**src/rtl/core/modbus_rtu_frame_receiver_defines.svh**
```systemverilog
// assertion macros for the modbus rtu frame receiver
`ifndef MODBUS_RTU_FRAME_RECEIVER_DEFINES_SVH
`define MODBUS_RTU_FRAME_RECEIVER_DEFINES_SVH

`ifndef SYNTHESIS

// checked only while out of reset
`define MRFR_ASSERT(label, prop, msg) \
	label: assert property (@(posedge clk) disable iff (!arst_n) prop) else $error(msg);

// checked at every edge, reset included
`define MRFR_ASSERT_ALWAYS(label, prop, msg) \
	label: assert property (@(posedge clk) prop) else $error(msg);

`else

`define MRFR_ASSERT(label, prop, msg)
`define MRFR_ASSERT_ALWAYS(label, prop, msg)

`endif

`endif

```
**src/rtl/core/mrfr_pkg.sv**
```systemverilog
// shared types and constants of the modbus rtu frame receiver
package mrfr_pkg;

	localparam int BUFFER_DEPTH_DEF = 256;
	localparam int LEN_W = 9;
	localparam int PADDR_W = 4;
	localparam int PDATA_W = 32;
	localparam logic [15:0] CRC_START = 16'hFFFF;
	localparam logic [15:0] CRC_POLY = 16'hA001;

	typedef enum logic [1:0] {
		CMD_BYTE = 2'd0,
		CMD_TICK = 2'd1,
		CMD_READ = 2'd2,
		CMD_NONE = 2'd3
	} cmd_t;

	typedef enum logic [2:0] {
		ST_NONE       = 3'd0,
		ST_ACCEPTED   = 3'd1,
		ST_WRONG_ADDR = 3'd2,
		ST_BAD_CRC    = 3'd3,
		ST_TOO_SHORT  = 3'd4,
		ST_DROPPED    = 3'd5
	} status_t;

	typedef struct packed {
		logic [7:0] device_address;
		logic [7:0] gap_limit;
		logic [7:0] silence_limit;
	} cfg_t;

	typedef struct packed {
		status_t          status;
		logic             ready;
		logic [LEN_W-1:0] length;
		logic             receiving;
	} res_t;

endpackage

```
**src/rtl/core/mrfr_buffer.sv**
```systemverilog
// frame byte buffer, one write port and one registered read port
module mrfr_buffer #(
	parameter int DEPTH = mrfr_pkg::BUFFER_DEPTH_DEF,
	parameter int AW = $clog2(DEPTH)
) (
	input  logic          clk,
	input  logic          we,
	input  logic [AW-1:0] waddr,
	input  logic [7:0]    wdata,
	input  logic          re,
	input  logic [AW-1:0] raddr,
	output logic [7:0]    rdata
);

	logic [7:0] mem [DEPTH];
	logic [7:0] rdata_q;

	always_ff @(posedge clk) begin
		if (we) begin
			mem[waddr] <= wdata;
		end
		if (re) begin
			rdata_q <= mem[raddr];
		end
	end

	assign rdata = rdata_q;

endmodule

```
**src/rtl/core/mrfr_ctrl.sv**
```systemverilog
// frame state, timers, running crc and buffer write control
module mrfr_ctrl #(
	parameter int DEPTH = mrfr_pkg::BUFFER_DEPTH_DEF,
	parameter int AW = $clog2(DEPTH)
) (
	input  logic               clk,
	input  logic               arst_n,
	input  logic               accept,
	input  mrfr_pkg::cmd_t     command,
	input  logic [7:0]         data,
	input  mrfr_pkg::cfg_t     cfg,
	input  logic               restart,
	output logic               we,
	output logic [AW-1:0]      waddr,
	output logic [7:0]         wdata,
	output mrfr_pkg::res_t     res
);

	localparam int CW = $clog2(DEPTH + 1);
	localparam logic [CW-1:0] DEPTH_C = CW'(DEPTH);
	localparam logic [CW-1:0] MIN_FRAME = CW'(4);

	function automatic logic [15:0] crc_add(input logic [15:0] crc, input logic [7:0] b);
		logic [15:0] c;
		c = crc ^ {8'd0, b};
		for (int i = 0; i < 8; i++) begin
			c = c[0] ? ((c >> 1) ^ mrfr_pkg::CRC_POLY) : (c >> 1);
		end
		return c;
	endfunction

	logic           in_frame_q, in_frame_n;
	logic [CW-1:0]  count_q, count_n;
	logic [8:0]     gap_q, gap_n, gap_inc;
	logic           gap_on_q, gap_on_n;
	logic [7:0]     sil_q, sil_n, sil_inc;
	logic           sil_on_q, sil_on_n;
	logic [15:0]    crc_q, crc_n, crc_new;
	logic           ready_q, ready_n;
	logic [7:0]     addr_byte_q, addr_byte_n;
	mrfr_pkg::status_t status;

	assign crc_new = crc_add(in_frame_q ? crc_q : mrfr_pkg::CRC_START, data);
	assign gap_inc = gap_q + 9'd1;
	assign sil_inc = sil_q + 8'd1;

	always_comb begin
		in_frame_n = in_frame_q;
		count_n = count_q;
		gap_n = gap_q;
		gap_on_n = gap_on_q;
		sil_n = sil_q;
		sil_on_n = sil_on_q;
		crc_n = crc_q;
		ready_n = ready_q;
		addr_byte_n = addr_byte_q;
		status = mrfr_pkg::ST_NONE;
		we = 1'b0;
		waddr = count_q[AW-1:0];
		wdata = data;
		if (restart) begin
			in_frame_n = 1'b0;
			count_n = '0;
			gap_n = '0;
			gap_on_n = 1'b0;
			sil_n = '0;
			sil_on_n = 1'b0;
			crc_n = mrfr_pkg::CRC_START;
			ready_n = 1'b0;
		end else if (accept) begin
			unique case (command)
				mrfr_pkg::CMD_BYTE: begin
					if (!in_frame_q) begin
						in_frame_n = 1'b1;
						we = 1'b1;
						waddr = '0;
						count_n = CW'(1);
						crc_n = crc_new;
						addr_byte_n = data;
						gap_n = '0;
						gap_on_n = 1'b1;
						sil_n = '0;
						sil_on_n = 1'b1;
						ready_n = 1'b0;
					end else if (gap_q <= {1'b0, cfg.gap_limit} && count_q < DEPTH_C) begin
						we = 1'b1;
						count_n = count_q + CW'(1);
						crc_n = crc_new;
						gap_n = '0;
						gap_on_n = 1'b1;
						sil_n = '0;
						sil_on_n = 1'b1;
					end else begin
						in_frame_n = 1'b0;
						gap_n = '0;
						gap_on_n = 1'b0;
						sil_n = '0;
						sil_on_n = 1'b0;
						ready_n = 1'b0;
						status = mrfr_pkg::ST_DROPPED;
					end
				end
				mrfr_pkg::CMD_TICK: begin
					if (gap_on_q) begin
						gap_n = gap_inc;
						if (gap_inc > {1'b0, cfg.gap_limit}) begin
							gap_on_n = 1'b0;
						end
					end
					if (sil_on_q) begin
						sil_n = sil_inc;
						if (sil_inc >= cfg.silence_limit) begin
							sil_on_n = 1'b0;
							sil_n = '0;
							in_frame_n = 1'b0;
							priority if (count_q < MIN_FRAME) begin
								status = mrfr_pkg::ST_TOO_SHORT;
							end else if (addr_byte_q != cfg.device_address) begin
								status = mrfr_pkg::ST_WRONG_ADDR;
							end else if (crc_q != 16'd0) begin
								status = mrfr_pkg::ST_BAD_CRC;
							end else begin
								ready_n = 1'b1;
								status = mrfr_pkg::ST_ACCEPTED;
							end
						end
					end
				end
				mrfr_pkg::CMD_READ, mrfr_pkg::CMD_NONE: begin
				end
			endcase
		end
	end

	always_ff @(posedge clk or negedge arst_n) begin
		if (!arst_n) begin
			in_frame_q <= 1'b0;
			count_q <= '0;
			gap_q <= '0;
			gap_on_q <= 1'b0;
			sil_q <= '0;
			sil_on_q <= 1'b0;
			crc_q <= mrfr_pkg::CRC_START;
			ready_q <= 1'b0;
		end else begin
			in_frame_q <= in_frame_n;
			count_q <= count_n;
			gap_q <= gap_n;
			gap_on_q <= gap_on_n;
			sil_q <= sil_n;
			sil_on_q <= sil_on_n;
			crc_q <= crc_n;
			ready_q <= ready_n;
		end
	end

	always_ff @(posedge clk) begin
		addr_byte_q <= addr_byte_n;
	end

	always_comb begin
		res.status = status;
		res.ready = ready_n;
		res.length = mrfr_pkg::LEN_W'(count_n);
		res.receiving = in_frame_n;
	end

endmodule

```
**src/rtl/core/modbus_rtu_frame_receiver.sv**
```systemverilog
// top level of the modbus rtu frame receiver
//
// channel   direction  handshake            payload
// in        to block   in_valid/in_ready    command, data, index
// out       from block out_valid/out_ready  frame_status, frame_ready, frame_length,
//                                           read_data, receiving
// cfg       to block   apb write, pready=1  device_address, gap_limit, silence_limit
//
// one item per cycle while in_ready is high; the read stage and the buffer read port
// load at the transfer edge and the output register loads from them once the output
// is free; state updates, crc and buffer write happen in the transfer cycle
// reset clears the control state except the latched address byte; the buffer is not cleared and needs no sweep
// a stalled output holds the result; one more item is taken into the read stage
module modbus_rtu_frame_receiver #(
	parameter int BUFFER_DEPTH = mrfr_pkg::BUFFER_DEPTH_DEF
) (
	input  logic                          clk,
	input  logic                          arst_n,
	input  logic                          in_valid,
	output logic                          in_ready,
	input  logic [1:0]                    command,
	input  logic [7:0]                    data,
	input  logic [7:0]                    index,
	output logic                          out_valid,
	input  logic                          out_ready,
	output logic [2:0]                    frame_status,
	output logic                          frame_ready,
	output logic [mrfr_pkg::LEN_W-1:0]    frame_length,
	output logic [7:0]                    read_data,
	output logic                          receiving,
	input  logic                          psel,
	input  logic                          penable,
	input  logic                          pwrite,
	input  logic [mrfr_pkg::PADDR_W-1:0]  paddr,
	input  logic [mrfr_pkg::PDATA_W-1:0]  pwdata,
	output logic [mrfr_pkg::PDATA_W-1:0]  prdata,
	output logic                          pready
);

	`include "modbus_rtu_frame_receiver_defines.svh"

	localparam int AW = $clog2(BUFFER_DEPTH);
	localparam logic [1:0] REG_DEVICE_ADDRESS = 2'd0;
	localparam logic [1:0] REG_GAP_LIMIT = 2'd1;
	localparam logic [1:0] REG_SILENCE_LIMIT = 2'd2;

	mrfr_pkg::cfg_t cfg_q;
	logic           cfg_wr;
	logic [1:0]     reg_sel;
	logic           restart;

	logic           accept;
	logic           out_free;
	mrfr_pkg::cmd_t cmd;
	logic           rd_en;
	logic           we;
	logic [AW-1:0]  waddr;
	logic [7:0]     wdata;
	logic [7:0]     mem_rdata;
	mrfr_pkg::res_t res;

	logic           s1_valid_s1;
	mrfr_pkg::res_t res_s1;
	logic           rd_s1;

	logic           out_valid_q;
	mrfr_pkg::res_t out_res_q;
	logic [7:0]     out_rdata_q;

	// configuration port
	assign pready = 1'b1;
	assign cfg_wr = psel && penable && pwrite;
	assign reg_sel = paddr[3:2];
	assign restart = cfg_wr && (reg_sel == REG_DEVICE_ADDRESS);

	always_ff @(posedge clk or negedge arst_n) begin
		if (!arst_n) begin
			cfg_q.device_address <= 8'd1;
			cfg_q.gap_limit <= 8'd3;
			cfg_q.silence_limit <= 8'd7;
		end else if (cfg_wr) begin
			unique case (reg_sel)
				REG_DEVICE_ADDRESS: cfg_q.device_address <= pwdata[7:0];
				REG_GAP_LIMIT:      cfg_q.gap_limit <= pwdata[7:0];
				REG_SILENCE_LIMIT:  cfg_q.silence_limit <= pwdata[7:0];
				default: begin
				end
			endcase
		end
	end

	always_comb begin
		unique case (reg_sel)
			REG_DEVICE_ADDRESS: prdata = {24'd0, cfg_q.device_address};
			REG_GAP_LIMIT:      prdata = {24'd0, cfg_q.gap_limit};
			REG_SILENCE_LIMIT:  prdata = {24'd0, cfg_q.silence_limit};
			default:            prdata = '0;
		endcase
	end

	// transfer and read issue
	assign out_free = !out_valid_q || out_ready;
	assign in_ready = !s1_valid_s1 || out_free;
	assign accept = in_valid && in_ready;
	assign cmd = mrfr_pkg::cmd_t'(command);
	assign rd_en = accept && (cmd == mrfr_pkg::CMD_READ)
		&& ({1'b0, index} < 9'(BUFFER_DEPTH));

	mrfr_ctrl #(
		.DEPTH(BUFFER_DEPTH),
		.AW(AW)
	) u_ctrl (
		.clk(clk),
		.arst_n(arst_n),
		.accept(accept),
		.command(cmd),
		.data(data),
		.cfg(cfg_q),
		.restart(restart),
		.we(we),
		.waddr(waddr),
		.wdata(wdata),
		.res(res)
	);

	mrfr_buffer #(
		.DEPTH(BUFFER_DEPTH),
		.AW(AW)
	) u_buffer (
		.clk(clk),
		.we(we),
		.waddr(waddr),
		.wdata(wdata),
		.re(rd_en),
		.raddr(index[AW-1:0]),
		.rdata(mem_rdata)
	);

	// read stage and output register
	always_ff @(posedge clk or negedge arst_n) begin
		if (!arst_n) begin
			s1_valid_s1 <= 1'b0;
			out_valid_q <= 1'b0;
		end else begin
			if (accept) begin
				s1_valid_s1 <= 1'b1;
			end else if (out_free) begin
				s1_valid_s1 <= 1'b0;
			end
			if (s1_valid_s1 && out_free) begin
				out_valid_q <= 1'b1;
			end else if (out_ready) begin
				out_valid_q <= 1'b0;
			end
		end
	end

	always_ff @(posedge clk) begin
		if (accept) begin
			res_s1 <= res;
			rd_s1 <= rd_en;
		end
		if (s1_valid_s1 && out_free) begin
			out_res_q <= res_s1;
			out_rdata_q <= rd_s1 ? mem_rdata : 8'd0;
		end
	end

	assign out_valid = out_valid_q;
	assign frame_status = out_res_q.status;
	assign frame_ready = out_res_q.ready;
	assign frame_length = out_res_q.length;
	assign read_data = out_rdata_q;
	assign receiving = out_res_q.receiving;

	`MRFR_ASSERT(a_s1_hold, s1_valid_s1 && !out_free |=> s1_valid_s1 && $stable(mem_rdata), "read stage lost its item while stalled")
	`MRFR_ASSERT(a_accept_sets_ready, out_valid && (frame_status == mrfr_pkg::ST_ACCEPTED) |-> frame_ready, "accepted frame without ready flag")
	`MRFR_ASSERT(a_length_bound, out_valid |-> (frame_length <= mrfr_pkg::LEN_W'(BUFFER_DEPTH)), "frame length beyond buffer depth")
	`MRFR_ASSERT(a_out_hold, out_valid && !out_ready |=> out_valid && $stable(frame_length), "output changed while stalled")

endmodule
```
**config.mk**
```make
export PLATFORM = sky130hd
export DESIGN_NAME = modbus_rtu_frame_receiver
export DESIGN_NICKNAME = d
export VERILOG_FILES = /design/src/rtl/core/mrfr_pkg.sv /design/src/rtl/core/mrfr_buffer.sv /design/src/rtl/core/mrfr_ctrl.sv /design/src/rtl/core/modbus_rtu_frame_receiver.sv
export VERILOG_INCLUDE_DIRS = /design/src /design/src/rtl/core
export SDC_FILE = /design/constraint.sdc
export NUM_CORES = 2
export LEC_CHECK = 0
export ABC_AREA = 1
export BUFFER_PORTS_ARGS = -buffer_cell sky130_fd_sc_hd__buf_4
export CAP_MARGIN = 15
export CORE_UTILIZATION = 38
export CTS_CLUSTER_SIZE = 40
export DETAILED_ROUTE_END_ITERATION = 6
export SYNTH_ARGS = -nofsm -noshare
export SYNTH_HDL_FRONTEND = slang
export SYNTH_HIERARCHICAL = 1
export SYNTH_SLANG_ARGS = --single-unit
```
**constraint.sdc**
```tcl
create_clock -name clk -period 5.86 [get_ports clk]
set_input_delay 0.293 -clock clk [delete_from_list [all_inputs] [get_ports clk]]
set_output_delay 0.293 -clock clk [all_outputs]
set_load 0.05 [all_outputs]
```
# Word level (Yosys, flattened, before mapping)
# Memory sizes are Yosys's and may differ from the RTL's. A register that Yosys moved wholly into a read port is not among the register bits.
# Cells that the tools add are included.
# word_totals
ff_bits	117
ramBits	2048
input_bits	61
output_inout_bits	57
word_cells	156
memories	1
# op_classes
add_sub_neg	3
order_cmp	5
n_eq_ne	8
mux	77
bitwise_logic	11
reduce_logical	27
# mem_list
name	words	word_bits	read_ports	rd_clocked_by_memory_dff	write_ports	line_no	source
u_buffer.mem	256	8	1	1	1	mrfr_buffer.sv:15	logic [7:0] mem [DEPTH];
# ops
op	n
$mux 16	14
$mux 9	8
$mux 8	8
$mux 1	32
$not 2->3	8
$pmux 8 s3	1
$add 9x1->9 const B	2
$mux 3	6
$pmux 9 s2	1
$pmux 8 s2	1
$reduce_bool 16->1	1
$xor 16x8->16	1
$gt 9x8->1	1
$le 9x8->1	1
$lt 9x3->1 const B	1
$lt 9x9->1 const B	1
$reduce_and 3->1	3
$add 8x1->8 const B	1
$ge 8x8->1	1
$ne 8x8->1	1
$pmux 1 s2	4
$reduce_and 2->1	4
$reduce_bool 2->1	4
$logic_and 1x1->1	7
other kinds (12)	19

# Longest topological paths before layout
# logic_depth
word_depth	23
depth_mapped	20
ltp_nobuf	19

# Hierarchy
# Netlist, hierarchy kept.
# modules_own_cells
mod	n_inst	cells_each	area_each_um2	seq_area_each_um2
mrfr_buffer	1	7003	83476.3	61739.2
mrfr_ctrl	1	560	4035.1	1411.4
modbus_rtu_frame_receiver	1	241	2587.5	1769.2

# Worst setup path after synthesis
# No wires, ideal clock.
# synth_timing
path_type	register to register
startpoint	register out_valid_q (netlist: out_valid)
endpoint	memory u_buffer.mem[198][0] (enable)
setup_ps	370
arrival_time_ps	4017
t_required_ps	5490
path_slack_ps	1472
path_stages_with_launch	17
n_path_buf	1
period_less_slack_ps	4388
cell_sequence	dfrtp_1 nand3_1 nand2_1 inv_1 inv_1 nor2_4 inv_1 nor2_1 inv_1 nor2_1 inv_2 nand2_1 inv_1 nor2_1 nand3_1 clkbuf_1 nor2_1
# synth_between
word_cells_on_any_way	10
cone_classes	6 x mux; 4 x reduce/logical
# synth_rtl
item	line_no	source
start, declared	modbus_rtu_frame_receiver.sv:66	logic out_valid_q;
start signal, assigned	modbus_rtu_frame_receiver.sv:143	out_valid_q <= 1'b0;
start signal, assigned	modbus_rtu_frame_receiver.sv:151	out_valid_q <= 1'b1;
start signal, assigned	modbus_rtu_frame_receiver.sv:153	out_valid_q <= 1'b0;
$logic_not 1->1	modbus_rtu_frame_receiver.sv:102	assign out_free = !out_valid_q || out_ready;
$logic_or 1x1->1	modbus_rtu_frame_receiver.sv:102	
$logic_or 1x1->1	modbus_rtu_frame_receiver.sv:103	assign in_ready = !s1_valid_s1 || out_free;
named net in_ready	modbus_rtu_frame_receiver.sv:20	output logic in_ready,
$logic_and 1x1->1	modbus_rtu_frame_receiver.sv:104	assign accept = in_valid && in_ready;
named net accept	modbus_rtu_frame_receiver.sv:52	logic accept;
$mux 8	mrfr_ctrl.sv:70	end else if (accept) begin
$mux 8	mrfr_ctrl.sv:61	if (restart) begin
named net waddr[4]	modbus_rtu_frame_receiver.sv:57	logic [AW-1:0] waddr;
end, declared	mrfr_buffer.sv:15	
# The timed path passes the listed nets, and every way through them passes these cells.

# Final worst setup path
# layout_timing
startpoint	register cfg_q[9] (netlist bit)
endpoint	memory u_buffer.mem[24][3] (enable)
# layout_between
elab_chain_cells	9
# layout_rtl
item	line_no	source
start, declared	modbus_rtu_frame_receiver.sv:47	mrfr_pkg::cfg_t cfg_q;
$le 9x8->1	mrfr_ctrl.sv:85	end else if (gap_q <= {1'b0, cfg.gap_limit} && count_q < DEPTH_C) begin
$logic_and 1x1->1	mrfr_ctrl.sv:85	
$mux 1	mrfr_ctrl.sv:85	
$mux 1	mrfr_ctrl.sv:73	if (!in_frame_q) begin
$mux 1	mrfr_ctrl.sv:71	unique case (command)
$mux 1	mrfr_ctrl.sv:70	
$mux 1	mrfr_ctrl.sv:61	
named net we	modbus_rtu_frame_receiver.sv:56	logic we;
$mux 1	mrfr_buffer.sv:19	if (we) begin
$mux 1 (not written as such)	mrfr_buffer.sv:20	mem[waddr] <= wdata;
# The timed path passes the listed nets, and every way through them passes these cells.

==> qor.csv <==
metric;value;unit
antenna violations before repair;6;
Seq pwr share;51.6;%
vias in the first global route;56420;
Detailed Route Iter0 Violations;6669;
Setup violations, final;0;
crit-path max FO;19;
Netlist cell types;41;
die width;488.9;um
mapped cell area;90100;um^2
leak pwr;0.03521;uW
Hold Buf Count CTS;37;
die area;239100;um^2
Setup TNS Final;0;ns
CTS Buf Count;214;
Peak VDD IR;296.0;uV
Post-DP HPWL;134700;um
CP Launch Type;register;
largest net degree at the start of global routing;224;
I/O Buffers;66;
global route total overflow;0;
Synth Area in Compound Gates;0.5027;%
power per cell area;337.3;nW/um^2
first-pass GRT wire length;356300;um
Slew Viols, Final;0;
unrepaired setup endpoints after global routing;no;
largest cells by area after synthesis;edfxtp_1 (70%), nand3_1 (11%), nand2_1 (9.8%), buf_2 (1.5%), nor2_1 (1.4%);
Boundary Pins;118;
routed via count;58740;
P_sw;8215;uW
wire per inst;21.69;um
layout cells sized above 1;6.876;%
Post-Synth Simple-Gate Area;23.14;%
Cell Area, Placed;92900;um^2
Worst Tran Pin Value;1.194;ns
Initial Util;38.27;%
Area Growth Syn to Fin;11.13;%
CP Data Arrival Time;5.19;ns
Worst path slowest cell;nand2_1;
nets;7793;
Longest Clk Path Bufs;3;
average size of a mapped cell;11.55;um^2
Core ar.;235400;um^2
Via density;5.323;
Max Freq;213.0;MHz
Worst Path Required;6.36;ns
Tmin final;4.694;ns
Clock Pin Slew Worst Setup and Hold Paths;0.06;ns
cell count after synthesis;7804;
XOR/XNOR share of the synthesized area;0.1444;%
CTS Root Buffer Type;clkbuf_16;
maxcap violations;0;
level count of the clock H-tree;4;
status;finished clean;
Clk Latency, worst-skew pair;0.88;ns
post-synthesis mux area share;0;%
Die Span Y;488.9;um
Relative slew margins;20.20;%
post-route ant nets;0;
clock sinks;2173;
Synth Area in Adders;0.3749;%
Synth area leader;edfxtp_1;
P_int;25560;uW
post-synthesis sequential area ratio;72.05;%
hold crit path type;input port to register;
Final Cycle Share;80.10;%
sw frac;24.32;%
largest family of logic cells by synthesized area;simple AND/OR/NAND/NOR gates;
YS warnings;6;
DRC violations left;0;
gr usage total;19.82;%
WS Path Type;register to register;
1st-pass router iterations;6;
Power Total;33770;uW
slowest stage delay, CP;0.82;ns
# resized after CTS;0;
# fillers;21660;
Site Rows;178;
Yosys top cell area share;70.02;%
cell area after layout;100100;um^2
CTS tree;built;
crit-path most repeated cell;nand2_1;
Clock Power Share;39.7;%
Fin. Hold Viols;0;
nature of the critical path endpoint;register;
number of synthesized register bits;2173;
Final Skew;0.02948;ns
routability cong.;0.8768;
final WL;239400;um
Post-CTS Setup Bufs;0;
ordered list of cells on the worst path;inv_1 -> ha_1 -> nand2_1 -> nor3_1 -> nand4_1 -> nand2_1 -> nand2_2 -> nand2_4 -> nand2_8 -> nor2_4 -> nand2_1 -> buf_4 -> nor2_1;
part of the power in combinational logic;8.7;%
## synth_stat cells
cell and n:
nand3b_1 2, xnor2_2 1, nand2_8 1, nand3_1 2053
o22ai_1 5, buf_8 1, buf_1 41, buf_2 269
dfrtp_1 50, o32ai_1 1, nor3_1 14, nor2_2 8
o211ai_1 1, o21ai_0 32, nand2_1 2348, clkbuf_1 113
inv_2 12, xnor2_1 2, buf_6 18, a21oi_1 25
o31ai_1 3, inv_4 1, nand2_2 15, dfstp_2 22
nand4_1 9, edfxtp_1 2101, o21a_1 3, ha_1 27
nand2_4 3, nor4_1 6, conb_1 2, buf_4 83
o21ai_1 12, nor2_4 5, inv_1 157, and3_1 1
nor2_1 338, nand3_2 3, or2_2 3, a21boi_0 2
xor2_1 11
## registers in the layout, indices dropped and copies added (netlist names), 3 cells and up
name / count
cfg_q: 24
u_buffer/mem: 2048
u_ctrl/addr_byte_q: 8
u_ctrl/count_q: 9
u_ctrl/gap_q: 9
read_data: 8
frame_status: 3
frame_length: 9
res_s1: 14
u_ctrl/crc_q: 16
u_ctrl/sil_q: 8
u_buffer/rdata: 8
## critical path, delay by kind of cell (launching register included)
kind / cells / cell delay, ns
and+or+nand+nor: 10 / 2.88
buffers and inverters: 2 / 0.59
DFF: 1 / 0.55
adders and majority gates: 1 / 0.28
## power by group through the flow
| stage | Clock (uW) | Sequential [uW] | Combinational, uW |
|---|---|---|---|
| 2_1_floorplan | 0 | 17700 | 1870 |
| 4_1_cts | 13600 | 17400 | 2900 |
| 5_1_grt | 14200 | 17400 | 3170 |
| 3_3_place_gp | 0 | 17700 | 2820 |
| 3_5_place_dp | 0 | 17800 | 2850 |
| 6_report | 13400 | 17400 | 2920 |
## cells in the final DEF (no fill, tap or decap), types with 37 or more instances in the layout
| cell type | n |
|---|---|
| clkbuf_16 | 217 |
| nor2_1 | 338 |
| dfrtp_1 | 50 |
| edfxtp_1 | 2101 |
| nand3_1 | 2053 |
| clkinv_2 | 50 |
| clkinv_1 | 54 |
| nand2_1 | 2344 |
| dlygate4sd3_1 | 37 |
| buf_4 | 116 |
| inv_1 | 155 |
## per-stage QoR
step,instances,util [%],hold slack [ns],worst slack [ns]
after floorplan,7827,-,-0.002591,1.472
after global placement,10600,39.46,0.4030,1.316
after detailed placement,10600,39.46,0.4045,1.271
after CTS,11030,42.53,0.03867,1.231
after global routing,11030,42.53,0.06199,0.9395
final,11040,42.54,0.05745,1.166
## final cells by class
class,count,area [um^2],share of cell area (%)
Clock buffer,246,5539,5.532
Antenna cell,2,5.005,0.004998
Multi-Input combinational cell,4959,21870,21.84
Timing Repair Buffer,187,1867,1.864
Inverter,170,671.9,0.6710
Sequential cell,2173,64920,64.83
Tap cell,3150,3941,3.936
Clock inverter,148,1314,1.312
## per-layer routing
| metal | GRT usage [%] | part of all wire (%) | vias to the layer above |
|---|---|---|---|
| met5 | 0 | 0.010 | - |
| met4 | 7.068 | 3.2 | 4 |
| met3 | 3.322 | 7.8 | 408 |
| met2 | 32.45 | 48 | 2342 |
| met1 | 26.52 | 41 | 28830 |
| li1 | - | - | 27160 |
## cell families after synthesis
logic type	Yosys count
adders and majority gates	27
other	2
and+or+nand+nor	4809
xor gates and xnor gates	14
DFF	2173
buffers and inverters	695
AOI/OAI and AO/OA	84
## path summary, 6_finish.rpt
| path | startpoint | to | slack [ns] | depth (start not counted) |
|---|---|---|---|---|
| worst max-delay path | cfg_q[9]$_DFFE_PN1P_ | u_buffer/mem[24][3]$_DFFE_PP_ | 1.17 | 13 |
| worst min-delay path | data[2] | u_buffer/mem[168][2]$_DFFE_PP_ | 0.06 | 1 |
| worst max register to register | cfg_q[9]$_DFFE_PN1P_ | u_buffer/mem[24][3]$_DFFE_PP_ | 1.17 | 13 |
| worst min register to register | res_s1[12]$_DFFE_PP_ | frame_status[1]$_DFFE_PP_ | 0.42 | 0 |
| max in group asynchronous | arst_n | out_valid$_DFFE_PN0P_ | 5.07 | 2 |
| min in group asynchronous | arst_n | u_ctrl/gap_q[0]$_DFFE_PN0P_ | 0.15 | 2 |
Power figures use the tool's default switching activity.
